## config.mk

```make
export PLATFORM = sky130hd
export DESIGN_NAME = multi_queue_byte_ring_buffer_unit
export DESIGN_NICKNAME = d
export VERILOG_FILES = /design/src/rtl/mqrb_pkg.sv /design/src/rtl/mqrb_front.sv /design/src/rtl/mqrb_back.sv /design/src/rtl/multi_queue_byte_ring_buffer_unit.sv
export SDC_FILE = /design/constraint.sdc
export NUM_CORES = 2
export LEC_CHECK = 0
export BUFFER_PORTS_ARGS = -buffer_cell sky130_fd_sc_hd__buf_2
export CORE_MARGIN = 4
export CORE_UTILIZATION = 55
export DETAILED_ROUTE_END_ITERATION = 6
export GPL_TIMING_DRIVEN = 0
export MAX_ROUTING_LAYER = met4
export PLACE_DENSITY = 0.74
export SYNTH_ARGS = -nofsm -noshare
export SYNTH_HDL_FRONTEND = slang
export SYNTH_SLANG_ARGS = --single-unit
```

## constraint.sdc

```tcl
create_clock -name clk_i -period 5.8 [get_ports clk_i]
set_input_delay 1.16 -clock clk_i [delete_from_list [all_inputs] [get_ports clk_i]]
set_output_delay 1.16 -clock clk_i [all_outputs]
set_load 0.01 [all_outputs]
```

## src/rtl/mqrb_pkg.sv

```systemverilog
// types and constants shared by the multi-queue byte ring buffer
package mqrb_pkg;

  localparam int unsigned NumQueueRegs   = 4;
  localparam int unsigned DefNumQueues   = 4;
  localparam int unsigned DefMemBytes    = 256;
  localparam int unsigned DefMaxBurst    = 8;

  typedef enum logic [1:0] {
    OP_PUSH = 2'd0,
    OP_POP  = 2'd1,
    OP_PEEK = 2'd2,
    OP_NONE = 2'd3
  } op_e;

  typedef enum logic [1:0] {
    ST_OK      = 2'd0,
    ST_OVERRUN = 2'd1,
    ST_SHORT   = 2'd2,
    ST_NOMEM   = 2'd3
  } status_e;

  typedef enum logic [1:0] {
    K_INFO  = 2'd0,
    K_WRITE = 2'd1,
    K_READ  = 2'd2
  } kind_e;

  typedef struct packed {
    logic [1:0]  op;
    logic [1:0]  queue_id;
    logic [3:0]  byte_count;
    logic [63:0] push_data;
  } in_t;

  typedef struct packed {
    logic [1:0] status;
    logic [7:0] data_byte;
    logic [7:0] fill_count;
    logic       last;
  } out_t;

  typedef struct packed {
    kind_e       kind;
    logic        advance;
    logic [1:0]  status;
    logic [7:0]  fill;
    logic [1:0]  qid;
    logic [3:0]  n;
    logic [7:0]  base;
    logic [7:0]  size;
    logic [63:0] data;
  } cmd_t;

endpackage

```

## src/rtl/mqrb_front.sv

```systemverilog
// front end: size registers, fill counts and classification of each beat
module mqrb_front #(
  parameter int unsigned NUM_QUEUES      = 4,
  parameter int unsigned QUEUE_MEM_BYTES = 256,
  parameter int unsigned MAX_BURST       = 8
) (
  input  logic           clk_i,
  input  logic           rst_ni,
  input  logic           accept_i,
  input  mqrb_pkg::in_t  in_i,
  input  logic           cfg_we_i,
  input  logic [1:0]     cfg_idx_i,
  input  logic [7:0]     cfg_data_i,
  output mqrb_pkg::cmd_t cmd_o
);
  import mqrb_pkg::*;

  logic [7:0] size_q [NumQueueRegs];
  logic [7:0] fill_q [NumQueueRegs];
  logic [9:0] base;
  logic [10:0] top;
  logic [3:0] n_sat;
  logic [8:0] sum;
  logic       qok;
  logic [7:0] fill_new;

  always_comb begin
    base = '0;
    for (int i = 0; i < NumQueueRegs; i++) begin
      if (i < int'(in_i.queue_id)) base = base + 10'(size_q[i]);
    end
    top   = 11'(base) + 11'(size_q[in_i.queue_id]);
    qok   = (32'(in_i.queue_id) < NUM_QUEUES) && (size_q[in_i.queue_id] != '0) &&
            (32'(top) < QUEUE_MEM_BYTES);
    n_sat = (32'(in_i.byte_count) > MAX_BURST) ? 4'(MAX_BURST) : in_i.byte_count;
    sum   = 9'(fill_q[in_i.queue_id]) + 9'(n_sat);

    cmd_o         = '0;
    cmd_o.kind    = K_INFO;
    cmd_o.qid     = in_i.queue_id;
    cmd_o.n       = n_sat;
    cmd_o.base    = base[7:0];
    cmd_o.size    = size_q[in_i.queue_id];
    cmd_o.data    = in_i.push_data;
    cmd_o.status  = ST_OK;
    cmd_o.fill    = fill_q[in_i.queue_id];
    cmd_o.advance = (in_i.op == OP_POP);
    fill_new      = fill_q[in_i.queue_id];

    if (in_i.op == OP_NONE) begin
      if (32'(in_i.queue_id) >= NUM_QUEUES) cmd_o.fill = '0;
    end else if (!qok) begin
      cmd_o.status = ST_NOMEM;
      cmd_o.fill   = '0;
    end else if (n_sat == '0) begin
      cmd_o.kind = K_INFO;
    end else if (in_i.op == OP_PUSH) begin
      cmd_o.kind = K_WRITE;
      if (sum >= 9'(size_q[in_i.queue_id])) begin
        fill_new     = size_q[in_i.queue_id];
        cmd_o.status = ST_OVERRUN;
      end else begin
        fill_new = sum[7:0];
      end
      cmd_o.fill = fill_new;
    end else if (fill_q[in_i.queue_id] < 8'(n_sat)) begin
      cmd_o.status = ST_SHORT;
    end else begin
      cmd_o.kind = K_READ;
      if (in_i.op == OP_POP) fill_new = fill_q[in_i.queue_id] - 8'(n_sat);
      cmd_o.fill = fill_new;
    end
  end

  always_ff @(posedge clk_i or negedge rst_ni) begin
    if (!rst_ni) begin
      for (int i = 0; i < NumQueueRegs; i++) begin
        size_q[i] <= '0;
        fill_q[i] <= '0;
      end
    end else if (cfg_we_i) begin
      size_q[cfg_idx_i] <= cfg_data_i;
      fill_q[cfg_idx_i] <= '0;
    end else if (accept_i) begin
      fill_q[in_i.queue_id] <= fill_new;
    end
  end

endmodule

```

## src/rtl/mqrb_back.sv

```systemverilog
// back end: byte-serial memory access, ring indices and result queue
module mqrb_back #(
  parameter int unsigned QUEUE_MEM_BYTES = 256
) (
  input  logic           clk_i,
  input  logic           rst_ni,
  input  logic           cmd_valid_i,
  input  mqrb_pkg::cmd_t cmd_i,
  output logic           cmd_take_o,
  input  logic           cfg_we_i,
  input  logic [1:0]     cfg_idx_i,
  input  logic           pop_i,
  output logic           empty_o,
  output mqrb_pkg::out_t out_o
);
  import mqrb_pkg::*;

  localparam int unsigned AW = $clog2(QUEUE_MEM_BYTES);

  typedef enum logic [1:0] {
    S_IDLE = 2'b01,
    S_RUN  = 2'b10
  } state_e;

  typedef struct packed {
    logic       rd;
    logic [1:0] status;
    logic [7:0] fill;
    logic       last;
  } meta_t;

  state_e     state_q, state_d;
  cmd_t       cmd_q;
  logic [7:0] off_q, off_d;
  logic [3:0] cnt_q, cnt_d;
  logic [7:0] ridx_q [NumQueueRegs];
  logic [7:0] widx_q [NumQueueRegs];
  logic [7:0] mem_q [QUEUE_MEM_BYTES];
  logic [7:0] rdata_q;
  meta_t      meta_q, meta_d;
  logic       meta_v_q, meta_v_d;
  out_t       fifo_q [4];
  logic [1:0] wp_q, rp_q;
  logic [2:0] fcnt_q;
  logic       room, step, done, we, re, deq;
  logic [7:0] off_nxt;
  logic [AW-1:0] addr;
  out_t       res;

  assign room    = (fcnt_q + 3'(meta_v_q)) < 3'd4;
  assign step    = (state_q == S_RUN) && room;
  assign off_nxt = (9'(off_q) + 9'd1 == 9'(cmd_q.size)) ? 8'd0 : off_q + 8'd1;
  assign addr    = AW'(cmd_q.base + off_q);
  assign done    = step && ((cmd_q.kind == K_INFO) || (cnt_q + 4'd1 == cmd_q.n));
  assign we      = step && (cmd_q.kind == K_WRITE);
  assign re      = step && (cmd_q.kind == K_READ);
  assign cmd_take_o = (state_q == S_IDLE) && cmd_valid_i;
  assign deq     = pop_i && !empty_o;
  assign empty_o = (fcnt_q == '0);
  assign out_o   = fifo_q[rp_q];

  always_comb begin
    state_d  = state_q;
    off_d    = off_q;
    cnt_d    = cnt_q;
    meta_v_d = 1'b0;
    meta_d   = '0;
    case (state_q)
      S_IDLE: begin
        if (cmd_valid_i) begin
          state_d = S_RUN;
          cnt_d   = '0;
          off_d   = (cmd_i.kind == K_READ) ? ridx_q[cmd_i.qid] : widx_q[cmd_i.qid];
        end
      end
      S_RUN: begin
        if (step) begin
          off_d = off_nxt;
          cnt_d = cnt_q + 4'd1;
          if (cmd_q.kind == K_READ || done) begin
            meta_v_d    = 1'b1;
            meta_d.rd   = (cmd_q.kind == K_READ);
            meta_d.status = cmd_q.status;
            meta_d.fill = cmd_q.fill;
            meta_d.last = done;
          end
          if (done) state_d = S_IDLE;
        end
      end
      default: state_d = S_IDLE;
    endcase
  end

  always_ff @(posedge clk_i) begin
    if (we) begin
      mem_q[addr] <= cmd_q.data[cnt_q[2:0]*8 +: 8];
    end else if (re) begin
      rdata_q <= mem_q[addr];
    end
    if (cmd_take_o) cmd_q <= cmd_i;
    off_q  <= off_d;
    cnt_q  <= cnt_d;
    meta_q <= meta_d;
  end

  always_comb begin
    res.status     = meta_q.status;
    res.data_byte  = meta_q.rd ? rdata_q : 8'd0;
    res.fill_count = meta_q.fill;
    res.last       = meta_q.last;
  end

  always_ff @(posedge clk_i) begin
    if (meta_v_q) fifo_q[wp_q] <= res;
  end

  always_ff @(posedge clk_i or negedge rst_ni) begin
    if (!rst_ni) begin
      state_q  <= S_IDLE;
      meta_v_q <= 1'b0;
      wp_q     <= '0;
      rp_q     <= '0;
      fcnt_q   <= '0;
      for (int i = 0; i < NumQueueRegs; i++) begin
        ridx_q[i] <= '0;
        widx_q[i] <= '0;
      end
    end else begin
      state_q  <= state_d;
      meta_v_q <= meta_v_d;
      if (meta_v_q) wp_q <= wp_q + 2'd1;
      if (deq) rp_q <= rp_q + 2'd1;
      fcnt_q <= fcnt_q + 3'(meta_v_q) - 3'(deq);
      if (cfg_we_i) begin
        ridx_q[cfg_idx_i] <= '0;
        widx_q[cfg_idx_i] <= '0;
      end else if (done && cmd_q.kind == K_WRITE) begin
        widx_q[cmd_q.qid] <= off_nxt;
      end else if (done && cmd_q.kind == K_READ && cmd_q.advance) begin
        ridx_q[cmd_q.qid] <= off_nxt;
      end
    end
  end

endmodule

```

## src/rtl/multi_queue_byte_ring_buffer_unit.sv

```systemverilog
// top level of the multi-queue byte ring buffer
// Up to four byte ring buffers share one single-port byte memory; queue i starts at
// the sum of the sizes of the lower queues. A push of n bytes writes n memory bytes and
// gives one result beat, a pop or peek of n bytes gives n result beats; rejected, short
// and empty accesses give one result beat. The single memory port moves one byte per
// cycle while the result queue has room, and the back end takes a new command only
// once the current one is done. A two-entry command queue sits between the classifying
// front end and the memory back end, and a four-entry result queue decouples the result
// side. Size registers are to be written only while the block is idle; the block itself
// does not enforce this. A write clears that queue's count and indices.
module multi_queue_byte_ring_buffer_unit #(
  parameter int unsigned NUM_QUEUES      = mqrb_pkg::DefNumQueues,
  parameter int unsigned QUEUE_MEM_BYTES = mqrb_pkg::DefMemBytes,
  parameter int unsigned MAX_BURST       = mqrb_pkg::DefMaxBurst
) (
  input  logic           clk_i,
  input  logic           rst_ni,
  input  logic           push,
  output logic           full,
  input  mqrb_pkg::in_t  in_i,
  output logic           empty,
  input  logic           pop,
  output mqrb_pkg::out_t out_o,
  input  logic           cfg_we_i,
  input  logic [1:0]     cfg_idx_i,
  input  logic [7:0]     cfg_data_i
);
  import mqrb_pkg::*;

  cmd_t       cmd_new;
  cmd_t       cq_q [2];
  logic       cq_wp_q, cq_rp_q;
  logic [1:0] cq_cnt_q;
  logic       accept, take;

  assign full   = (cq_cnt_q == 2'd2);
  assign accept = push && !full;

  mqrb_front #(
    .NUM_QUEUES(NUM_QUEUES), .QUEUE_MEM_BYTES(QUEUE_MEM_BYTES), .MAX_BURST(MAX_BURST)
  ) u_front (
    .clk_i, .rst_ni, .accept_i(accept), .in_i,
    .cfg_we_i, .cfg_idx_i, .cfg_data_i, .cmd_o(cmd_new)
  );

  always_ff @(posedge clk_i) begin
    if (accept) cq_q[cq_wp_q] <= cmd_new;
  end

  always_ff @(posedge clk_i or negedge rst_ni) begin
    if (!rst_ni) begin
      cq_wp_q  <= 1'b0;
      cq_rp_q  <= 1'b0;
      cq_cnt_q <= '0;
    end else begin
      if (accept) cq_wp_q <= !cq_wp_q;
      if (take) cq_rp_q <= !cq_rp_q;
      cq_cnt_q <= cq_cnt_q + 2'(accept) - 2'(take);
    end
  end

  mqrb_back #(.QUEUE_MEM_BYTES(QUEUE_MEM_BYTES)) u_back (
    .clk_i, .rst_ni, .cmd_valid_i(cq_cnt_q != '0), .cmd_i(cq_q[cq_rp_q]),
    .cmd_take_o(take), .cfg_we_i, .cfg_idx_i, .pop_i(pop), .empty_o(empty), .out_o
  );

`ifndef ASSERT_OFF
  a_cq_bound: assert property (@(posedge clk_i) disable iff (!rst_ni) cq_cnt_q <= 2'd2)
    else $error("command queue overflow");
  a_take_valid: assert property (@(posedge clk_i) disable iff (!rst_ni)
    take |-> cq_cnt_q != 2'd0)
    else $error("command taken from empty queue");
  a_cnt_track: assert property (@(posedge clk_i) disable iff (!rst_ni)
    (accept && !take) |=> cq_cnt_q == $past(cq_cnt_q) + 2'd1)
    else $error("command count lost a beat");
`endif

endmodule
```

Word level (Yosys, flattened, before mapping)
Memory sizes are Yosys's and may differ from the RTL's. A register that Yosys moved wholly into a read port is not among the register bits.
Cells that the tools add are included.
Word-level totals
  logic and storage cells: 204
  register bits: 265
  output and inout bits: 21
  RAM bits: 2322
  memories: 3
Memory list
  u_back.mem_q: depth 256, width 8, read ports 1, clocked after memory_dff 1, write ports 1, RTL line mqrb_back.sv:38  | logic [7:0] mem_q [QUEUE_MEM_BYTES];
  cq_q: depth 2, width 99, read ports 1, clocked after memory_dff 0, write ports 1, RTL line multi_queue_byte_ring_buffer_unit.sv:31  | cmd_t cq_q [2];
  u_back.fifo_q: depth 4, width 19, read ports 1, clocked after memory_dff 0, write ports 1, RTL line mqrb_back.sv:42  | out_t fifo_q [4];
Cells by class
  bitwise logic cells: 9
  add/subtract/negate cells: 15
  multiplexer cells: 73
  reductions and logical operators: 35
  equality and inequality tests: 14
  shifts and indexed selects: 1
  order comparisons: 15
Operators by type and width (count)
  32-bit two-way mux: 7
  8-bit two-way mux: 24
  32-bit bitwise mux: 4
  32-bit bitwise AND: 3
  8-bit binary-select mux with 2-bit select: 4
  64-bit by 7-bit variable part select with 8-bit output: 1
  10-bit two-way mux: 6
  8-bit demux with 2-bit select: 3
  32-bit inverter: 1
  2-bit two-way mux: 9
  8-bit one-hot mux with 2 select lines: 1
  1-bit logical AND: 14
  3-bit >= comparator (second input constant): 4
  4-bit two-way mux: 3
  2-bit inverter with 3-bit output: 4
  10-bit by 8-bit adder with 11-bit output: 1
  11-bit by 9-bit less-than comparator with 1-bit output (second input constant): 1
  10-bit by 8-bit adder with 10-bit output: 1
  2-bit equality test (second input constant): 5
  1-bit two-way mux: 10
  2-bit nonzero test: 5
  8-bit by 1-bit adder with 9-bit output (second input constant): 1
  8-bit by 4-bit adder with 9-bit output: 1
  8-bit by 8-bit adder with 9-bit output: 1
  32 further kinds: 48

Depth between registers and ports, before layout
  depth in word-level cells: 14
  mapped depth: 32
  gate-level depth less buffers: 27

Modules after synthesis
From an unflattened synthesis, not the netlist that was laid out.
Second synthesis, totals
  cells, all modules: 5216
  area, all modules: 104745.5 µm²
By module, submodules not included
  mqrb_back: cells each 4263, seq. area each 69447.9 µm², area an instance 91013.5 µm², instances 1
  multi_queue_byte_ring_buffer_unit: cells each 326, seq. area each 6045.8 µm², area an instance 7841.3 µm², instances 1
  mqrb_front: cells each 627, seq. area each 1601.5 µm², area an instance 5890.6 µm², instances 1

Least setup slack after synthesis
No wires, ideal clock.
  path type: input-to-reg
  start: input in_i[69] (netlist bit)
  end: register u_front.fill_q[31] (netlist bit)
  buffers on the path: 4
  data required time: 5.643 ns
  stages on the path: 29
  path slack: -0.844 ns
  library setup time: 0.157 ns
  arrival time: 6.487 ns
  path through: buf_4 buf_2 buf_1 clkbuf_1 nor2_1 nor2b_1 ha_1 inv_1 fa_1 nor2b_1 a21oi_1 inv_1 ha_1 a21o_1 a21oi_1 o21bai_1 a21oi_1 o21bai_1 a21oi_1 xnor2_1 mux2_2 ha_1 a21oi_1 o211a_1 nand3_1 a211oi_4 nand2_2 mux2i_1 a211oi_1
RTL lines
  start: declaration: RTL line multi_queue_byte_ring_buffer_unit.sv:20  | input mqrb_pkg::in_t in_i,
  end signal: indexed assignment: RTL line mqrb_front.sv:85  | fill_q[in_i.queue_id] <= fill_new;
  end: declaration: RTL line mqrb_front.sv:19  | logic [7:0] fill_q [NumQueueRegs];

Worst setup path after layout
  start: register u_back.off_q[0]
  end: memory u_back.mem_q[180][2], enable pin
On the way
  cells in the longest elaborated chain, start to end: 1
RTL lines
  start: declaration: RTL line mqrb_back.sv:34  | logic [7:0] off_q, off_d;
  start signal: assignment: RTL line mqrb_back.sv:101  | off_q <= off_d;
  8-bit adder: RTL line mqrb_back.sv:53  | assign addr = AW'(cmd_q.base + off_q);
  end: declaration: RTL line mqrb_back.sv:38
Every way passes these cells.

==> flow_summary.toml <==
[outcome]
outcome = "complete, but fails checks"
violations = "capacitance limit, setup timing"

[layout]
layout.nets = 5489
drive_gt1_share_pct = 29.93
syn_to_final_growth_pct = 12.68

[yosys]
synth_seq_area_share_pct = 74.82
yosysMostFrequentCell = "edfxtp_1"
synth_fp_nets = 5094
yosysTopAreaCellShare_pct = 71.14
synth_common_cells = "2,441 x edfxtp_1, 689 x mux4_2, 316 x nor2_1"
postSynthAreaPerCell_um2 = 20.84
ys_types = 83
syn-cell-area_um2 = 103000
ys_top_cells_by_area = "edfxtp_1 71%, mux4_2 15%, dfrtp_1 3.4%"
synth_edf_count = 2441
yosysWarnings = 0
synth-seq-cells = 2595
yosysTopAreaCell = "edfxtp_1"
ys.flop_type = "edfxtp_1"
syn_inst = 4945
async_reset_ff_share_pct = 5.472

[sta]
fin_skew_ns = 0.07377
finalCriticalPeriod_ns = 5.849
finalSetupViolCount = 16
fin_crit_sh_pct = 100.8
tns_ns = -0.4712
hold_viol = 0
report.final.slew_viol_count = 0
max_slew_margin_pct = 0.3092
worst_pin_slew_ns = 1.495
setup_slack_ns = -0.04923
grt_setup_unrepaired = "yes"
clock.fmax_mhz = 171.0

[floorplan]
core.rowCount = 158
initial_core_util_pct = 55.45
die_w_um = 440.8
dieArea_um2 = 194300
io_pins = 108
die-height_um = 440.8
core_area_um2 = 185800

[worst_setup_path]
critPathLaunchType = "flop"
critPathRequiredTime_ns = 6.31
crit_fanout = 10
crit_arrival_ns = 6.36
crit_path_end_kind = "flop"
path_class = "flop to flop"

[cts]
cts_max_path_buffers = 3
cts_buffers = 240
cts_root_buf = "clkbuf_16"
holdBufCountCts = 0
htree_num_levels = 4
cts_tree = "yes"
clk_latency_ns = 0.89
clk_pin_slew_ns = 0.06
cts_sinks = 2595

[grt]
antenna_found_initial = 7
grt_pass1_wl_um = 366400
grt_max_degree = 173
grt_use_total_pct = 27.10
grt_pass1_vias = 51900
gr-total-overflow = 0

[route]
totalWireLength_um = 252100
route.detailed.drc = 0
wl_per_cell_um = 31.37
drt.antenna.violating_nets = 0
initialDrtViolationCount = 6955
via_per_inst = 6.472
dr.pass1.iters = 6
num_vias = 52010

[placement]
dp_hpwl_um = 158600
globalplace.congestion = 0.9118
io_buffer_count = 105

[min_path]
hp-class = "input port to async pin"

[flow_run]
cap_violations = 1
path summary, 6_finish.rpt:
kind	startpoint	to	slack (ns)	cells after the start
hold / removal	rst_ni	u_front.fill_q[19]	0.21	1
setup / recovery	u_back.off_q[0]	u_back.mem_q[180][2]	-0.05	9
min in group clk_i	u_back.cmd_q[89]	u_back.meta_q[4]	0.45	1
hold reg to reg	u_back.cmd_q[89]	u_back.meta_q[4]	0.45	1
max in group asynchronous	rst_ni	u_back.ridx_q[11]	4.63	2
setup reg to reg	u_back.off_q[0]	u_back.mem_q[180][2]	-0.05	9
per-layer routing:
| metal | wire length, µm | vias to the layer above | share of wire (%) | global-route usage [%] |
|---|---|---|---|---|
| met5 | 0 | - | 0 | - |
| met1 | 95200 | 27350 | 38 | 36.95 |
| li1 | - | 21110 | - | - |
| met2 | 120300 | 3038 | 48 | 40.58 |
| met3 | 26600 | 510 | 11 | 6.685 |
| met4 | 9996 | 0 | 4.0 | 9.553 |
state kept, by name (all words and copies together), names as in the netlist, 12 cells and up:
| register | cells |
|---|---|
| u_back.mem_q | 2048 |
| u_back.fifo_q | 76 |
| u_front.fill_q | 32 |
| u_front.size_q | 32 |
| u_back.ridx_q | 32 |
| u_back.meta_q | 12 |
| u_back.cmd_q | 99 |
| cq_q | 198 |
| u_back.widx_q | 32 |
cell type report:
class / instances / area (µm²)
fill: 12370 / 69720
timing repair buffer: 155 / 1308
multi-input combinational: 2042 / 25170
clock inverter: 139 / 1385
tap: 2480 / 3103
buffer: 259 / 1314
inverter: 47 / 178.9
clock buffer: 313 / 6536
antenna: 6 / 15.01
sequential: 2595 / 77100
cells by family (layout without fill, tap and decap cells):
group | count (synthesis) | in the layout | synth area share, %
muxes | 896 | 896 | 17.28
other | 0 | 6 | 0
and+or+nand+nor | 754 | 754 | 3.281
xor gates and xnor gates | 59 | 59 | 0.5367
AOI/OAI and AO/OA | 271 | 271 | 1.920
DFF | 2595 | 2595 | 74.82
adders and majority gates | 62 | 62 | 0.7893
buffers and inverters | 308 | 913 | 1.376
worst max-delay path: stages (launching register included):
cell and delay [ns]:
edfxtp_1 0.53, ha_1 0.31, fa_1 0.63, clkbuf_2 0.39, clkbuf_2 0.43, clkbuf_1 0.40, nor3b_1 0.55, nand3_1 0.73
clkbuf_2 0.76, nor2_2 0.71
placed cells by master (no fill, tap or decap), types with 18 or more instances in the layout:
master        n
edfxtp_1   2441
inv_1        45
nor2_1      206
xor2_1       19
buf_2       186
nor2_2      105
buf_16       18
nor2b_1      18
mux2_2      149
clkinv_2     46
a21oi_1      33
clkbuf_16   245
bufinv_16    21
o21ai_0      27
nand2_1     222
dfrtp_1     141
o21ai_1      32
clkinv_1     46
xnor2_1      35
mux4_2      689
mux2i_1      46
clkbuf_1    163
ha_1         54
buf_4        44
nand3_1      61
and2_1       30
and3_1       21
a22o_1       62
metrics by stage:
| step | hold WS [ns] | worst slack, ns | cell area (µm²) | utilization [%] | std cells |
|---|---|---|---|---|---|
| after CTS | 0.1676 | -0.01321 | 115900 | 62.36 | 8021 |
| after detailed placement | 0.4322 | -1.256 | 107500 | 57.85 | 7552 |
| final | 0.2099 | -0.04923 | 116100 | 62.48 | 8036 |
| after global placement | 0.4395 | -3.160 | 106800 | 57.45 | 7530 |
| after floorplan | 0.4202 | -0.2647 | 103100 | - | 4945 |
| after global routing | 0.1918 | -0.09771 | 116100 | 62.48 | 8035 |
what timing repair did:
item                                    in CTS  in global routing
pin swaps                                   12                  4
resized for setup                          114                 41
buffers inserted                            18                 10
endpoints found under the setup margin    1290                598
Power is left out: the tool's default activity adds up to more than one toggle a clock period on the data nets, which glitch-free logic cannot reach.
